`src/hdl/serial_frame_deframer_crc_check_macros.svh`:
```
// assertion macros for the serial frame deframer
`ifndef SERIAL_FRAME_DEFRAMER_CRC_CHECK_MACROS_SVH
`define SERIAL_FRAME_DEFRAMER_CRC_CHECK_MACROS_SVH

`ifndef SYNTHESIS

// antecedent implies consequent in the same cycle
`define SFD_ASSERT_IMP(label, clk, rst_n, ante, cons) \
    label: assert property (@(posedge clk) disable iff (!rst_n) (ante) |-> (cons)) \
        else $error("sfd assertion failed");

// antecedent implies consequent in the next cycle
`define SFD_ASSERT_NXT(label, clk, rst_n, ante, cons) \
    label: assert property (@(posedge clk) disable iff (!rst_n) (ante) |=> (cons)) \
        else $error("sfd assertion failed");

`else

`define SFD_ASSERT_IMP(label, clk, rst_n, ante, cons)
`define SFD_ASSERT_NXT(label, clk, rst_n, ante, cons)

`endif

`endif

```
`src/hdl/sfd_pkg.sv`:
```
`timescale 1ns / 1ps

package sfd_pkg;

    // framing constants
    localparam int BYTE_W            = 8;
    localparam int HDR_LEN           = 6;

    // crc-16/modbus, reflected
    localparam int           CRC_BITS          = 8;
    localparam int           CRC_BITS_PER_STEP = 2;
    localparam logic [15:0]  CRC_POLY          = 16'hA001;
    localparam logic [15:0]  CRC_INIT          = 16'hFFFF;

    // result status codes
    typedef enum logic [1:0] {
        ST_GOOD    = 2'd0,
        ST_FORMAT  = 2'd1,
        ST_NO_END  = 2'd2,
        ST_CRC_BAD = 2'd3
    } status_t;

    // configuration register indexes
    typedef enum logic [1:0] {
        CFG_START_ONE = 2'd0,
        CFG_START_TWO = 2'd1,
        CFG_VERSION   = 2'd2,
        CFG_END       = 2'd3
    } cfg_index_t;

    // command bundle from the sequencer to the crc unit
    typedef struct packed {
        logic              init;
        logic              start;
        logic [BYTE_W-1:0] data;
    } crc_cmd_t;

endpackage

```
`src/hdl/sfd_ifs.sv`:
```
`timescale 1ns / 1ps

// received byte channel
interface sfd_byte_if;
    logic       valid;
    logic       ready;
    logic [7:0] rx_byte;

    modport source (output valid, output rx_byte, input ready);
    modport sink   (input valid, input rx_byte, output ready);
endinterface

// result channel
interface sfd_result_if;
    logic        valid;
    logic        ready;
    logic [1:0]  status;
    logic [7:0]  msg_type;
    logic [15:0] seq_number;
    logic [15:0] payload_length;
    logic [7:0]  data_byte;
    logic        data_valid;
    logic        last;

    modport source (
        output valid, output status, output msg_type, output seq_number,
        output payload_length, output data_byte, output data_valid, output last,
        input ready
    );
    modport sink (
        input valid, input status, input msg_type, input seq_number,
        input payload_length, input data_byte, input data_valid, input last,
        output ready
    );
endinterface

```
`src/hdl/sfd_ram.sv`:
```
`timescale 1ns / 1ps

module sfd_ram #(
    parameter int WIDTH = 8,
    parameter int DEPTH = 48,
    parameter int AW    = (DEPTH > 1) ? $clog2(DEPTH) : 1
) (
    input  logic             clk,
    input  logic             we,
    input  logic [AW-1:0]    waddr,
    input  logic [WIDTH-1:0] wdata,
    input  logic             re,
    input  logic [AW-1:0]    raddr,
    output logic [WIDTH-1:0] rdata
);

    logic [WIDTH-1:0] mem [DEPTH];
    logic [WIDTH-1:0] rdata_reg;

    // one write port, one registered read port
    always_ff @(posedge clk)
    begin
        if (we)
        begin
            mem[waddr] <= wdata;
        end
        if (re)
        begin
            rdata_reg <= mem[raddr];
        end
    end

    assign rdata = rdata_reg;

endmodule

```
`src/hdl/sfd_crc_unit.sv`:
```
`timescale 1ns / 1ps

module sfd_crc_unit (
    input  logic              clk,
    input  logic              rst_n,
    input  sfd_pkg::crc_cmd_t cmd,
    output logic              busy,
    output logic [15:0]       crc
);

    localparam int STEPS = sfd_pkg::CRC_BITS / sfd_pkg::CRC_BITS_PER_STEP;
    localparam int CNT_W = (STEPS > 2) ? $clog2(STEPS) : 1;

    logic [CNT_W-1:0] cnt_reg, cnt_next;
    logic [15:0]      crc_reg, crc_next;
    logic [15:0]      src;
    logic [15:0]      stepped;

    // shared shift unit: advances the crc by CRC_BITS_PER_STEP reflected bit steps
    always_comb
    begin
        src = cmd.start ? (crc_reg ^ {8'h00, cmd.data}) : crc_reg;
        stepped = src;
        for (int i = 0; i < sfd_pkg::CRC_BITS_PER_STEP; i++)
        begin
            stepped = stepped[0] ? ((stepped >> 1) ^ sfd_pkg::CRC_POLY) : (stepped >> 1);
        end
    end

    // step counter
    always_comb
    begin
        crc_next = crc_reg;
        cnt_next = cnt_reg;
        if (cmd.init)
        begin
            crc_next = sfd_pkg::CRC_INIT;
        end
        else if (cmd.start)
        begin
            crc_next = stepped;
            cnt_next = CNT_W'(STEPS - 1);
        end
        else if (cnt_reg != '0)
        begin
            crc_next = stepped;
            cnt_next = cnt_reg - 1'b1;
        end
    end

    always_ff @(posedge clk or negedge rst_n)
    begin
        if (!rst_n)
        begin
            crc_reg <= sfd_pkg::CRC_INIT;
            cnt_reg <= '0;
        end
        else
        begin
            crc_reg <= crc_next;
            cnt_reg <= cnt_next;
        end
    end

    assign busy = (cnt_reg != '0);
    assign crc  = crc_reg;

endmodule

```
`src/hdl/serial_frame_deframer_crc_check.sv`:
```
// a header or payload byte gets its first crc step in the accept cycle, then 3 more steps
// of the shared crc unit at 2 bits per step, then S_CRC ends; marker and crc bytes skip it
// the end byte and a header with a format error hold the input until their results are
// loaded: a single result after the byte's own work, a good frame's payload bytes each read
// from the ram in S_RD and then loaded in S_EMIT, waiting while res.ready stays low
// reset: rst_n is asynchronous, active low; resets sequencer, counters and config registers
`timescale 1ns / 1ps

`include "serial_frame_deframer_crc_check_macros.svh"

module serial_frame_deframer_crc_check #(
    parameter int PAYLOAD_DEPTH = 48
) (
    input  logic         clk,
    input  logic         rst_n,
    input  logic         cfg_wr_en,
    input  logic [1:0]   cfg_index,
    input  logic [7:0]   cfg_data,
    sfd_byte_if.sink     rx,
    sfd_result_if.source res
);

    localparam int          AW       = (PAYLOAD_DEPTH > 1) ? $clog2(PAYLOAD_DEPTH) : 1;
    localparam int          CW       = $clog2(PAYLOAD_DEPTH + 1);
    localparam logic [15:0] DEPTH_16 = 16'(PAYLOAD_DEPTH);
    localparam logic [2:0]  HDR_LAST = 3'(sfd_pkg::HDR_LEN);

    typedef enum logic [2:0] {
        PH_SOF1,
        PH_SOF2,
        PH_HDR,
        PH_PAY,
        PH_CRCL,
        PH_CRCH,
        PH_END
    } phase_t;

    typedef enum logic [2:0] {
        S_IDLE,
        S_CRC,
        S_ONE,
        S_RD,
        S_EMIT
    } state_t;

    // configuration registers
    logic [7:0] start_one_reg, start_two_reg, version_reg, end_reg;

    // sequencer state
    state_t           state_reg, state_next;
    phase_t           phase_reg, phase_next;
    logic [2:0]       hdr_cnt_reg, hdr_cnt_next;
    logic [CW-1:0]    pay_cnt_reg, pay_cnt_next;
    logic [CW-1:0]    emit_idx_reg, emit_idx_next;
    logic [15:0]      rcrc_reg, rcrc_next;
    sfd_pkg::status_t status_reg, status_next;

    // output register
    logic        out_valid_reg, out_valid_next;
    logic [1:0]  out_status_reg, out_status_next;
    logic [7:0]  out_type_reg, out_type_next;
    logic [15:0] out_seq_reg, out_seq_next;
    logic [15:0] out_len_reg, out_len_next;
    logic [7:0]  out_data_reg, out_data_next;
    logic        out_dv_reg, out_dv_next;
    logic        out_last_reg, out_last_next;

    // header store
    logic [7:0] hdr_store [sfd_pkg::HDR_LEN];
    logic       hdr_we;

    logic              accept;
    logic              out_free;
    logic [7:0]        b;
    logic [15:0]       hdr_len_w;
    logic [15:0]       hdr_seq_w;
    logic [CW-1:0]     pay_cnt_inc;
    logic [CW-1:0]     emit_inc;
    sfd_pkg::crc_cmd_t crc_cmd;
    logic              crc_busy;
    logic [15:0]       crc_val;
    logic              ram_we, ram_re;
    logic [7:0]        ram_rdata;

    sfd_crc_unit u_crc (
        .clk   (clk),
        .rst_n (rst_n),
        .cmd   (crc_cmd),
        .busy  (crc_busy),
        .crc   (crc_val)
    );

    sfd_ram #(
        .WIDTH (8),
        .DEPTH (PAYLOAD_DEPTH),
        .AW    (AW)
    ) u_pay_ram (
        .clk   (clk),
        .we    (ram_we),
        .waddr (pay_cnt_reg[AW-1:0]),
        .wdata (b),
        .re    (ram_re),
        .raddr (emit_idx_reg[AW-1:0]),
        .rdata (ram_rdata)
    );

    assign b           = rx.rx_byte;
    assign rx.ready    = (state_reg == S_IDLE);
    assign accept      = rx.valid && rx.ready;
    assign out_free    = !out_valid_reg || res.ready;
    assign hdr_seq_w   = {hdr_store[3], hdr_store[2]};
    assign hdr_len_w   = {hdr_store[5], hdr_store[4]};
    assign pay_cnt_inc = pay_cnt_reg + 1'b1;
    assign emit_inc    = emit_idx_reg + 1'b1;

    // configuration writes
    always_ff @(posedge clk or negedge rst_n)
    begin
        if (!rst_n)
        begin
            start_one_reg <= 8'hAA;
            start_two_reg <= 8'h55;
            version_reg   <= 8'h01;
            end_reg       <= 8'h0D;
        end
        else if (cfg_wr_en)
        begin
            case (sfd_pkg::cfg_index_t'(cfg_index))
                sfd_pkg::CFG_START_ONE: start_one_reg <= cfg_data;
                sfd_pkg::CFG_START_TWO: start_two_reg <= cfg_data;
                sfd_pkg::CFG_VERSION:   version_reg   <= cfg_data;
                sfd_pkg::CFG_END:       end_reg       <= cfg_data;
                default: ;
            endcase
        end
    end

    // header byte capture
    always_ff @(posedge clk)
    begin
        if (hdr_we)
        begin
            hdr_store[hdr_cnt_reg] <= b;
        end
    end

    // sequencer
    always_comb
    begin
        state_next      = state_reg;
        phase_next      = phase_reg;
        hdr_cnt_next    = hdr_cnt_reg;
        pay_cnt_next    = pay_cnt_reg;
        emit_idx_next   = emit_idx_reg;
        rcrc_next       = rcrc_reg;
        status_next     = status_reg;
        out_valid_next  = out_valid_reg;
        out_status_next = out_status_reg;
        out_type_next   = out_type_reg;
        out_seq_next    = out_seq_reg;
        out_len_next    = out_len_reg;
        out_data_next   = out_data_reg;
        out_dv_next     = out_dv_reg;
        out_last_next   = out_last_reg;
        crc_cmd         = '0;
        crc_cmd.data    = b;
        hdr_we          = 1'b0;
        ram_we          = 1'b0;
        ram_re          = 1'b0;

        // beat taken downstream
        if (out_valid_reg && res.ready)
        begin
            out_valid_next = 1'b0;
        end

        case (state_reg)
            S_IDLE:
            begin
                if (accept)
                begin
                    case (phase_reg)
                        PH_SOF1:
                        begin
                            if (b == start_one_reg)
                            begin
                                phase_next = PH_SOF2;
                            end
                        end
                        PH_SOF2:
                        begin
                            hdr_cnt_next = '0;
                            if (b == start_two_reg)
                            begin
                                phase_next   = PH_HDR;
                                crc_cmd.init = 1'b1;
                            end
                            else if (b == start_one_reg)
                            begin
                                phase_next = PH_SOF2;
                            end
                            else
                            begin
                                phase_next = PH_SOF1;
                            end
                        end
                        PH_HDR:
                        begin
                            hdr_we        = 1'b1;
                            hdr_cnt_next  = hdr_cnt_reg + 1'b1;
                            crc_cmd.start = 1'b1;
                            state_next    = S_CRC;
                        end
                        PH_PAY:
                        begin
                            ram_we        = 1'b1;
                            pay_cnt_next  = pay_cnt_inc;
                            crc_cmd.start = 1'b1;
                            state_next    = S_CRC;
                            if (16'(pay_cnt_inc) >= hdr_len_w)
                            begin
                                phase_next = PH_CRCL;
                            end
                        end
                        PH_CRCL:
                        begin
                            rcrc_next  = {8'h00, b};
                            phase_next = PH_CRCH;
                        end
                        PH_CRCH:
                        begin
                            rcrc_next  = {b, rcrc_reg[7:0]};
                            phase_next = PH_END;
                        end
                        PH_END:
                        begin
                            phase_next   = PH_SOF1;
                            hdr_cnt_next = '0;
                            pay_cnt_next = '0;
                            rcrc_next    = '0;
                            if (b != end_reg)
                            begin
                                status_next = sfd_pkg::ST_NO_END;
                                state_next  = S_ONE;
                            end
                            else if (crc_val != rcrc_reg)
                            begin
                                status_next = sfd_pkg::ST_CRC_BAD;
                                state_next  = S_ONE;
                            end
                            else if (hdr_len_w == '0)
                            begin
                                status_next = sfd_pkg::ST_GOOD;
                                state_next  = S_ONE;
                            end
                            else
                            begin
                                emit_idx_next = '0;
                                state_next    = S_RD;
                            end
                        end
                        default:
                        begin
                            phase_next = PH_SOF1;
                        end
                    endcase
                end
            end
            S_CRC:
            begin
                if (!crc_busy)
                begin
                    state_next = S_IDLE;
                    // header complete: check version and length
                    if (phase_reg == PH_HDR && hdr_cnt_reg == HDR_LAST)
                    begin
                        if (hdr_store[0] != version_reg || hdr_len_w > DEPTH_16)
                        begin
                            status_next  = sfd_pkg::ST_FORMAT;
                            state_next   = S_ONE;
                            phase_next   = PH_SOF1;
                            hdr_cnt_next = '0;
                            pay_cnt_next = '0;
                            rcrc_next    = '0;
                        end
                        else
                        begin
                            pay_cnt_next = '0;
                            phase_next   = (hdr_len_w != '0) ? PH_PAY : PH_CRCL;
                        end
                    end
                end
            end
            S_ONE:
            begin
                // single result without payload data
                if (out_free)
                begin
                    out_valid_next  = 1'b1;
                    out_status_next = status_reg;
                    out_type_next   = hdr_store[1];
                    out_seq_next    = hdr_seq_w;
                    out_len_next    = hdr_len_w;
                    out_data_next   = '0;
                    out_dv_next     = 1'b0;
                    out_last_next   = 1'b1;
                    state_next      = S_IDLE;
                end
            end
            S_RD:
            begin
                ram_re     = 1'b1;
                state_next = S_EMIT;
            end
            S_EMIT:
            begin
                // one payload byte per result
                if (out_free)
                begin
                    out_valid_next  = 1'b1;
                    out_status_next = sfd_pkg::ST_GOOD;
                    out_type_next   = hdr_store[1];
                    out_seq_next    = hdr_seq_w;
                    out_len_next    = hdr_len_w;
                    out_data_next   = ram_rdata;
                    out_dv_next     = 1'b1;
                    out_last_next   = (16'(emit_inc) == hdr_len_w);
                    if (16'(emit_inc) == hdr_len_w)
                    begin
                        state_next = S_IDLE;
                    end
                    else
                    begin
                        emit_idx_next = emit_inc;
                        state_next    = S_RD;
                    end
                end
            end
            default:
            begin
                state_next = S_IDLE;
            end
        endcase
    end

    // sequencer state and result register
    always_ff @(posedge clk or negedge rst_n)
    begin
        if (!rst_n)
        begin
            state_reg      <= S_IDLE;
            phase_reg      <= PH_SOF1;
            hdr_cnt_reg    <= '0;
            pay_cnt_reg    <= '0;
            emit_idx_reg   <= '0;
            rcrc_reg       <= '0;
            status_reg     <= sfd_pkg::ST_GOOD;
            out_valid_reg  <= 1'b0;
            out_status_reg <= '0;
            out_type_reg   <= '0;
            out_seq_reg    <= '0;
            out_len_reg    <= '0;
            out_data_reg   <= '0;
            out_dv_reg     <= 1'b0;
            out_last_reg   <= 1'b0;
        end
        else
        begin
            state_reg      <= state_next;
            phase_reg      <= phase_next;
            hdr_cnt_reg    <= hdr_cnt_next;
            pay_cnt_reg    <= pay_cnt_next;
            emit_idx_reg   <= emit_idx_next;
            rcrc_reg       <= rcrc_next;
            status_reg     <= status_next;
            out_valid_reg  <= out_valid_next;
            out_status_reg <= out_status_next;
            out_type_reg   <= out_type_next;
            out_seq_reg    <= out_seq_next;
            out_len_reg    <= out_len_next;
            out_data_reg   <= out_data_next;
            out_dv_reg     <= out_dv_next;
            out_last_reg   <= out_last_next;
        end
    end

    assign res.valid          = out_valid_reg;
    assign res.status         = out_status_reg;
    assign res.msg_type       = out_type_reg;
    assign res.seq_number     = out_seq_reg;
    assign res.payload_length = out_len_reg;
    assign res.data_byte      = out_data_reg;
    assign res.data_valid     = out_dv_reg;
    assign res.last           = out_last_reg;

    // checks
    `SFD_ASSERT_IMP(a_ready_crc_idle, clk, rst_n, rx.ready, !crc_busy)
    `SFD_ASSERT_IMP(a_emit_in_range, clk, rst_n, state_reg == S_EMIT, 16'(emit_idx_reg) < hdr_len_w)
    `SFD_ASSERT_IMP(a_no_data_is_last, clk, rst_n, out_valid_reg && !out_dv_reg, out_last_reg)
    `SFD_ASSERT_NXT(a_crc_start_busy, clk, rst_n, crc_cmd.start, state_reg == S_CRC)

endmodule

```
`src/flat_wrapper.sv`:
```
// flat-port wrapper written by rule: the top's interface ports become plain ports
module serial_frame_deframer_crc_check_flat 
#(
    parameter int PAYLOAD_DEPTH = 48
)
  (clk, rst_n, cfg_wr_en, cfg_index, cfg_data, rx_valid, rx_rx_byte, rx_ready, res_valid, res_status, res_msg_type, res_seq_number, res_payload_length, res_data_byte, res_data_valid, res_last, res_ready);
  sfd_byte_if rx_i ();
  sfd_result_if res_i ();
  input  logic clk;
  input  logic rst_n;
  input  logic cfg_wr_en;
  input  logic [1:0] cfg_index;
  input  logic [7:0] cfg_data;
  input wire logic [$bits(rx_i.valid)-1:0] rx_valid;
  input wire logic [$bits(rx_i.rx_byte)-1:0] rx_rx_byte;
  output wire logic [$bits(rx_i.ready)-1:0] rx_ready;
  output wire logic [$bits(res_i.valid)-1:0] res_valid;
  output wire logic [$bits(res_i.status)-1:0] res_status;
  output wire logic [$bits(res_i.msg_type)-1:0] res_msg_type;
  output wire logic [$bits(res_i.seq_number)-1:0] res_seq_number;
  output wire logic [$bits(res_i.payload_length)-1:0] res_payload_length;
  output wire logic [$bits(res_i.data_byte)-1:0] res_data_byte;
  output wire logic [$bits(res_i.data_valid)-1:0] res_data_valid;
  output wire logic [$bits(res_i.last)-1:0] res_last;
  input wire logic [$bits(res_i.ready)-1:0] res_ready;
  assign rx_i.valid = rx_valid;
  assign rx_i.rx_byte = rx_rx_byte;
  assign rx_ready = rx_i.ready;
  assign res_valid = res_i.valid;
  assign res_status = res_i.status;
  assign res_msg_type = res_i.msg_type;
  assign res_seq_number = res_i.seq_number;
  assign res_payload_length = res_i.payload_length;
  assign res_data_byte = res_i.data_byte;
  assign res_data_valid = res_i.data_valid;
  assign res_last = res_i.last;
  assign res_i.ready = res_ready;
  serial_frame_deframer_crc_check #(.PAYLOAD_DEPTH(PAYLOAD_DEPTH)) u_core (.clk(clk), .rst_n(rst_n), .cfg_wr_en(cfg_wr_en), .cfg_index(cfg_index), .cfg_data(cfg_data), .rx(rx_i), .res(res_i));
endmodule
```
`config.mk`:
```
export PLATFORM = sky130hd
export DESIGN_NAME = serial_frame_deframer_crc_check_flat
export DESIGN_NICKNAME = d
export VERILOG_FILES = /design/src/hdl/sfd_pkg.sv /design/src/hdl/sfd_ifs.sv /design/src/hdl/sfd_ram.sv /design/src/hdl/sfd_crc_unit.sv /design/src/hdl/serial_frame_deframer_crc_check.sv /design/src/flat_wrapper.sv
export VERILOG_INCLUDE_DIRS = /design/src /design/src/hdl
export SDC_FILE = /design/constraint.sdc
export NUM_CORES = 1
export LEC_CHECK = 0
export ABC_AREA = 1
export ABC_CLOCK_PERIOD_IN_PS = 3000
export BUFFER_PORTS_ARGS = -buffer_cell sky130_fd_sc_hd__buf_2
export CAP_MARGIN = 20
export CORE_ASPECT_RATIO = 1.4
export CORE_MARGIN = 2
export CORE_UTILIZATION = 40
export DETAILED_ROUTE_END_ITERATION = 6
export SYNTH_ARGS = -nofsm -noshare
export SYNTH_HDL_FRONTEND = slang
export SYNTH_SLANG_ARGS = --single-unit
```
`constraint.sdc`:
```
create_clock -name clk -period 3 [get_ports clk]
set_input_delay 0.6 -clock clk [delete_from_list [all_inputs] [get_ports clk]]
set_output_delay 0.6 -clock clk [all_outputs]
set_load 0.02 [all_outputs]
```
==> flow_metrics.py, run 1 <==
metrics = {
    "routing": {
        "num_vias": 16800,
        "drtPass1Iterations": 6,
        "routed_via_density": 5.30,
        "route.final.wire_length_mm": 66.0,
        "drt-wirelength-per-cell_um": 20.8,
        "drtIter0Drc": 1440,
        "final_antenna_net_count": 0,
        "drc": 0,
    },
    "finish": {
        "largest_reg_flops": 384,
        "multi_input_comb_area_um2": 6780,
        "post_route_cells_drive_above_1_share": 0.146,
        "layout.cells.most_common": "nand2_1",
        "n_antenna_cell": 0,
        "final_area_um2": 28000,
        "regArea_um2": 16800,
        "num-fill-cells": 5502,
        "largestRegisters": "u_core.u_pay_ram.mem x384, u_core.hdr_store x48",
        "leading_cell_types_in_the_layout_fill_and_taps_excluded": "465 x nand2_1, 440 x edfxtp_1, 307 x nor2_1",
        "num-nets-final": 2339,
        "largest_register": "u_core.u_pay_ram.mem",
        "layout.core_utilization": 0.461,
        "area_delta_synth_final_pct": 14.3,
    },
    "timing": {
        "fin_skew_ps": 15.3,
        "slew_headroom": 0.344,
        "fmax_ghz": 0.401,
        "rsz0062_at_grt": "false",
        "number_of_hold_violations_in_the_final_report": 0,
        "period_minus_slack_ps": 2490,
        "fin_crit_sh": 0.831,
        "timing_max_transition_violations_final": 0,
        "post-route-worst-setup-slack_ps": 508,
        "tightest_slew_ps": 983,
        "timing.final.setup_violations": 0,
        "setup_tns_ps": 0,
    },
    "setup_path": {
        "crit-reg2reg-capture": "u_core.phase_reg[2]",
        "startpoint": "u_core.pay_cnt_reg[0]",
        "register_to_register_setup_slack_ps": 510,
        "crit_path_frequent_cell": "nand2_1",
        "worst_path_largest_cell_delay_ps": 520,
        "timing.critical_path.cells": "nand3_1 -> buf_4 -> xor2_1 -> inv_1 -> ha_1 -> a21oi_1 -> o21ai_0 -> nand2_1 -> nand2_1 -> nand2_1 -> nand3_1 -> nand2_1 -> nand2_1 -> nand2_1 -> nand2_1",
        "worst_setup_path_start_kind": "flip-flop",
        "regToRegStartpoint": "u_core.pay_cnt_reg[0]",
        "critPathCaptureType": "flip-flop",
        "crit_path_end": "u_core.phase_reg[2]",
        "required_time_reported_for_the_critical_path_endpoint_ps": 3500,
        "cpMaxStageDelayCell": "dfrtp_1",
        "worstSetupPathType": "flip-flop to flip-flop",
        "crit_path_max_fanout": 10,
        "crit_arrival_ps": 2990,
        "reg2reg_depth": 15,
    },
    "power_and_ir_drop": {
        "net_sw_frac": 0.258,
        "power_frac_seq": 0.509,
        "power_density_nw_per_um2": 661,
        "finalPower_mw": 18.5,
        "p_leak_nw": 10.8,
        "power.clock.fraction": 0.377,
        "internal-power_mw": 13.7,
        "netSwitchingPower_mw": 4.78,
        "power_frac_comb": 0.114,
        "vdd.ir_drop.worst_mv": 0.603,
    },
    "global_route": {
        "globalRouteTotalUtil": 0.210,
        "largest_net_degree_at_the_start_of_global_routing": 99,
        "first_global_vias": 16900,
        "grt_pass1_wl_mm": 101,
        "antenna_found_initial": 0,
        "global_route.overflow_total": 0,
    },
    "floorplan": {
        "fp.dieW_um": 213,
        "floorplan.core_area_um2": 60600,
        "vert_die_dim_um": 297,
        "start_util": 0.404,
        "top_level_ports": 77,
        "rows": 107,
        "die_area_um2": 63200,
    },
    "clock_network": {
        "inserted_clock_buffers": 56,
        "tritoncts": "yes",
        "cts.clk_slew.worst_paths_ps": 60,
        "cts_max_path_buffers": 3,
        "cts_setup_buffers": 0,
        "postCtsResizedCells": 0,
        "insertion_delay_ps": 610,
        "clkSinkCount": 582,
        "hold_buffers": 0,
        "ctsRootBufferMaster": "clkbuf_16",
        "cts_max_level": 2,
    },
    "outcome": {
        "status": "complete, no violations",
    },
    "job": {
        "max-cap-violations": 0,
    },
    "synthesis": {
        "synthesis.area_um2": 24500,
        "seq_total_area_yosys": 0.686,
        "synthTopCellsByArea": "edfxtp_1 54%, dfrtp_1 12%, nand2_1 7.1%",
        "edff_count_synth": 440,
        "postSynth.topFlopCell": "edfxtp_1",
        "yosysTopAreaCellShare": 0.540,
        "synth_nets": 2226,
        "synth_cell_types": 48,
        "yosysWarningCount": 0,
        "synthesis.area_per_instance_um2": 11.2,
        "async_reset_ff_frac": 0.244,
        "post-synth-top-area-cell": "edfxtp_1",
        "synth.ff_latch_count": 582,
        "syn-instance-count": 2192,
    },
    "placement": {
        "placed_area_um2": 26200,
        "place_ws_ps": 496,
        "portBuffers": 76,
        "detailedPlacementHpwl_mm": 42.8,
        "globalplace.congestion": 0.915,
    },
    "worst_hold_path": {
        "hp-class": "primary input to async pin",
    },
}
worst min-delay path by stage:
stage                           startpoint                  endpoint  slack [ps]  cells past startpoint
global route                         rst_n       u_core.rcrc_reg[12]          80                      1
finish                               rst_n       u_core.rcrc_reg[12]          50                      1
CTS                                  rst_n    u_core.res.msg_type[1]          70                      1
floorplan                            rst_n    u_core.emit_idx_reg[0]         300                      0
detailed placement  u_core.hdr_store[1][5]    u_core.res.msg_type[5]         430                      2
global placement    u_core.hdr_store[2][6]  u_core.res.seq_number[6]         420                      2
critical path: cells and delay by family (launching register included):
kind                     cells  cell delay, ps
AO/OA/AOI/OAI                2             210
flip-flops                   1             520
buffers and inverters        2             300
AND/OR/NAND/NOR              9             850
XOR/XNOR                     1             190
adder cells (fa/ha/maj)      1             300
metrics by stage:
| stage | std cells | hold slack, ps |
|---|---|---|
| finish | 3168 | 48.6 |
| global route | 3168 | 84.8 |
| CTS | 3168 | 66.4 |
| detailed placement | 3064 | 428 |
| global placement | 3064 | 424 |
| floorplan | 2192 | 304 |
metal layers:
metal / vias up / share of wire / track usage
met5: - / 0 / 0
met3: 151 / 0.052 / 0.0274
met2: 620 / 0.51 / 0.364
met4: 0 / 0.044 / 0.0904
li1: 7846 / - / -
met1: 8161 / 0.40 / 0.263
Yosys cell counts (18+ instances only):
cell and instances:
nand2_1 466, nor2_1 307, nand3_1 69, xnor2_1 36
o21ai_0 258, xor2_1 18, clkbuf_1 58, edfxtp_1 440
inv_1 87, nand4_1 20, o22ai_1 83, dfstp_2 28
buf_2 33, dfrtp_1 114
kinds of logic after synthesis:
logic type,Yosys count,share of synthesized area
compound gates,416,0.0966
xor+xnor,54,0.0193
fa+ha+maj,11,0.00562
buf+inv,214,0.0372
flops,582,0.686
simple gates,915,0.155
power groups by stage:
stage	clock network [mW]	logic [mW]	registers (mW)
floorplan	0	1.54	9.44
global placement	0	2.09	9.56
detailed placement	0	2.11	9.58
CTS	7.12	2.12	9.41
global route	7.40	2.38	9.46
finish	6.97	2.11	9.42
area by class of cell:
type,instances,area share
flip-flops and latches,582,0.601
well taps,817,0.0365
repair buffers,169,0.0419
multi-input cells,1396,0.242
clock buffers,80,0.0569
clock inverters,24,0.00769
inverters,100,0.0138
Note: power is estimated with default switching activity, not from simulation.
==> run 2: changes to the inputs <==
--- a/config.mk
+++ b/config.mk
@@ -6,8 +6,8 @@
 export SDC_FILE = /design/constraint.sdc
 export NUM_CORES = 1
 export LEC_CHECK = 0
-export ABC_AREA = 1
-export ABC_CLOCK_PERIOD_IN_PS = 3000
+export ABC_AREA = 0
+export ABC_CLOCK_PERIOD_IN_PS = 2000
 export BUFFER_PORTS_ARGS = -buffer_cell sky130_fd_sc_hd__buf_2
 export CAP_MARGIN = 20
 export CORE_ASPECT_RATIO = 1.4
==> constraint.sdc (replaced) <==
create_clock -name clk -period 2 [get_ports clk]
set_input_delay 0.4 -clock clk [delete_from_list [all_inputs] [get_ports clk]]
set_output_delay 0.4 -clock clk [all_outputs]
set_load 0.02 [all_outputs]
==> flow_metrics.py, run 2 <==
metrics = {
    "outcome": {
        "status": "finished, violations left",
        "violations_in_the_final_reports": "negative setup slack",
    },
    "global_route": {
        "globalRouteTotalUtil": 0.206,
        "largest_net_degree_at_the_start_of_global_routing": 57,
        "global_route.overflow_total": 0,
        "first_global_vias": 14800,
        "grt_pass1_wl_mm": 93.6,
        "antenna_found_initial": 3,
    },
    "routing": {
        "drtPass1Iterations": 5,
        "routed_via_density": 5.36,
        "route.final.wire_length_mm": 61.8,
        "drtIter0Drc": 1019,
        "drt-wirelength-per-cell_um": 24.0,
        "num_vias": 13800,
        "drc": 0,
        "final_antenna_net_count": 0,
    },
    "power_and_ir_drop": {
        "power_frac_seq": 0.480,
        "power.clock.fraction": 0.376,
        "netSwitchingPower_mw": 7.08,
        "vdd.ir_drop.worst_mv": 0.759,
        "p_leak_nw": 11.2,
        "finalPower_mw": 29.0,
        "power_density_nw_per_um2": 938,
        "net_sw_frac": 0.244,
        "internal-power_mw": 21.9,
        "power_frac_comb": 0.144,
    },
    "floorplan": {
        "start_util": 0.404,
        "floorplan.core_area_um2": 58600,
        "fp.dieW_um": 210,
        "top_level_ports": 77,
        "vert_die_dim_um": 292,
        "die_area_um2": 61100,
        "rows": 105,
    },
    "setup_path": {
        "regToRegStartpoint": "u_core.hdr_store[4][7]",
        "timing.critical_path.cells": "or4_4 -> or4_4 -> nand4b_4 -> nand2b_4 -> buf_6 -> o32ai_1 -> mux2_2",
        "crit_path_frequent_cell": "or4_4",
        "required_time_reported_for_the_critical_path_endpoint_ps": 2560,
        "worstSetupPathType": "flip-flop to flip-flop",
        "critPathCaptureType": "flip-flop",
        "crit_path_max_fanout": 5,
        "worst_setup_path_start_kind": "flip-flop",
        "reg2reg_depth": 7,
        "cpMaxStageDelayCell": "or4_4",
        "crit-reg2reg-capture": "u_core.phase_reg[0]",
        "register_to_register_setup_slack_ps": -450,
        "crit_arrival_ps": 3010,
        "worst_path_largest_cell_delay_ps": 560,
    },
    "synthesis": {
        "synthTopCellsByArea": "edfxtp_1 56%, dfrtp_1 12%, mux4_2 11%",
        "yosysMostFrequentCell": "edfxtp_1",
        "synth_nets": 1455,
        "synthesis.area_um2": 23700,
        "synth_cell_types": 65,
        "postSynth.topFlopCell": "edfxtp_1",
        "cell_types_with_the_highest_counts_after_synthesis": "440 x edfxtp_1, 192 x nand2_1, 114 x dfrtp_1, 112 x mux4_2, 77 x nor2_1",
        "post-synth-top-area-cell": "edfxtp_1",
        "async_reset_ff_frac": 0.244,
        "syn-instance-count": 1421,
        "seq_total_area_yosys": 0.710,
        "yosysWarningCount": 0,
        "yosysTopAreaCellShare": 0.558,
        "edff_count_synth": 440,
        "synth.ff_latch_count": 582,
        "synthesis.area_per_instance_um2": 16.7,
    },
    "clock_network": {
        "tritoncts": "yes",
        "cts_max_path_buffers": 3,
        "ctsRootBufferMaster": "clkbuf_16",
        "inserted_clock_buffers": 55,
        "clkSinkCount": 582,
        "cts.clk_slew.worst_paths_ps": 60,
        "insertion_delay_ps": 630,
        "cts_max_level": 2,
    },
    "worst_hold_path": {
        "holdPathStages": 2,
        "hp-class": "primary input to flip-flop",
        "worst_hold_path.endpoint": "u_core.start_two_reg[1]",
        "hold_path_startpoint": "cfg_data[1]",
    },
    "timing": {
        "timing.final.setup_violations": 492,
        "fin_skew_ps": 29.4,
        "setup_tns_ps": -112070,
        "number_of_hold_violations_in_the_final_report": 0,
        "period_minus_slack_ps": 2450,
        "post-route-worst-setup-slack_ps": -451,
        "fin_crit_sh": 1.23,
        "timing_max_transition_violations_final": 0,
        "fmax_ghz": 0.408,
        "slew_headroom": 0.554,
        "tightest_slew_ps": 669,
        "rsz0062_at_grt": "true",
    },
    "finish": {
        "num-fill-cells": 4634,
        "post_route_cells_drive_above_1_share": 0.430,
        "num-nets-final": 1807,
        "leading_cell_types_in_the_layout_fill_and_taps_excluded": "440 x edfxtp_1, 182 x buf_4, 179 x nand2_1",
        "layout.core_utilization": 0.528,
        "largest_reg_flops": 384,
        "largest_register": "u_core.u_pay_ram.mem",
        "largestRegisters": "u_core.u_pay_ram.mem x384, u_core.hdr_store x48",
        "fin_cells": 2569,
        "layout.cells.most_common": "edfxtp_1",
        "area_delta_synth_final_pct": 30.7,
    },
    "placement": {
        "globalplace.congestion": 0.911,
        "post-place-cells": 2405,
        "detailedPlacementHpwl_mm": 41.7,
        "portBuffers": 76,
    },
    "job": {
        "max-cap-violations": 0,
    },
}
## run 2: cell types whose count changed after synthesis, sizes merged, moves of 31 or more
| cell | delta |
|---|---|
| buf | -31 |
| inv | -87 |
| mux2 | +35 |
| mux4 | +112 |
| nand2 | -283 |
| nand3 | -63 |
| nor2 | -242 |
| o21ai | -233 |
| o22ai | -75 |
## run 2: layout make-up
class / instances / area, um2 / share of cell area
clock inverters: 42 / 485 / 0.0157
clock buffers: 61 / 1410 / 0.0455
flip-flops and latches: 582 / 16800 / 0.544
well taps: 749 / 937 / 0.0303
multi-input cells: 751 / 7550 / 0.244
inverters: 12 / 52.6 / 0.00170
diodes: 1 / 2.50 / 0.0000809
repair buffers: 371 / 3680 / 0.119
## run 2: how the worst max path moves through the flow
stage / start / to / slack, ps / depth (start not counted)
6_report: u_core.hdr_store[4][7] / u_core.phase_reg[0] / -450 / 7
5_1_grt: u_core.hdr_store[4][7] / u_core.emit_idx_reg[0] / -530 / 7
4_1_cts: u_core.emit_idx_reg[0] / u_core.u_pay_ram.rdata[4] / -470 / 6
3_5_place_dp: u_core.hdr_store[4][7] / u_core.phase_reg[0] / -510 / 6
3_3_place_gp: u_core.hdr_store[4][7] / u_core.phase_reg[0] / -510 / 6
2_1_floorplan: u_core.state_reg[1] / u_core.u_pay_ram.mem[37][0] / -510 / 9
## run 2: routing by layer
metal / wire, um / global-route usage
met1: 23900 / 0.245
met4: 2270 / 0.0780
met2: 33700 / 0.380
met3: 1940 / 0.0260
met5: 0 / 0
## run 2: worst max-delay path, delay by kind of cell, from the launching register on
kind / cells / cell delay, ps
AOI/OAI and AO/OA: 1 / 120
buffers and inverters: 1 / 120
DFF: 1 / 380
muxes: 1 / 200
and+or+nand+nor: 4 / 1570
## run 2: repair_timing
item / 4_1_cts / 5_1_grt
endpoints found under the setup margin: 487 / 498
buffers inserted: 51 / 10
hold buffers: 1 / 0
cloned: 3 / 0
pin swaps: 59 / 53
endpoints found under the hold margin: 20 / 0
resized for setup: 115 / 66
## run 2: power by group through the flow
| stage | clock (mW) | sequential, mW | combinational, mW |
|---|---|---|---|
| floorplan | 0 | 14.1 | 1.89 |
| global placement | 0 | 14.1 | 3.45 |
| detailed placement | 0 | 14.2 | 3.53 |
| CTS | 11.1 | 13.9 | 3.99 |
| global route | 11.6 | 14.0 | 4.55 |
| finish | 10.9 | 13.9 | 4.19 |
## run 2: cells by family after synthesis
kind of cell	after synthesis	synth area share
muxes	164	0.130
xor gates and xnor gates	68	0.0258
buffers and inverters	88	0.0145
and+or+nand+nor	370	0.0735
adders and majority gates	11	0.00582
AOI/OAI and AO/OA	138	0.0398
DFF	582	0.710
## run 2: per-stage QoR
stage / area, um2 / hold WS [ps] / setup WS [ps]
after CTS: 30700 / 58.0 / -467
after global placement: 27600 / 360 / -515
after floorplan: 24400 / 104 / -510
after global routing: 30900 / 80.8 / -531
final: 30900 / 89.1 / -451
after detailed placement: 27600 / 361 / -513
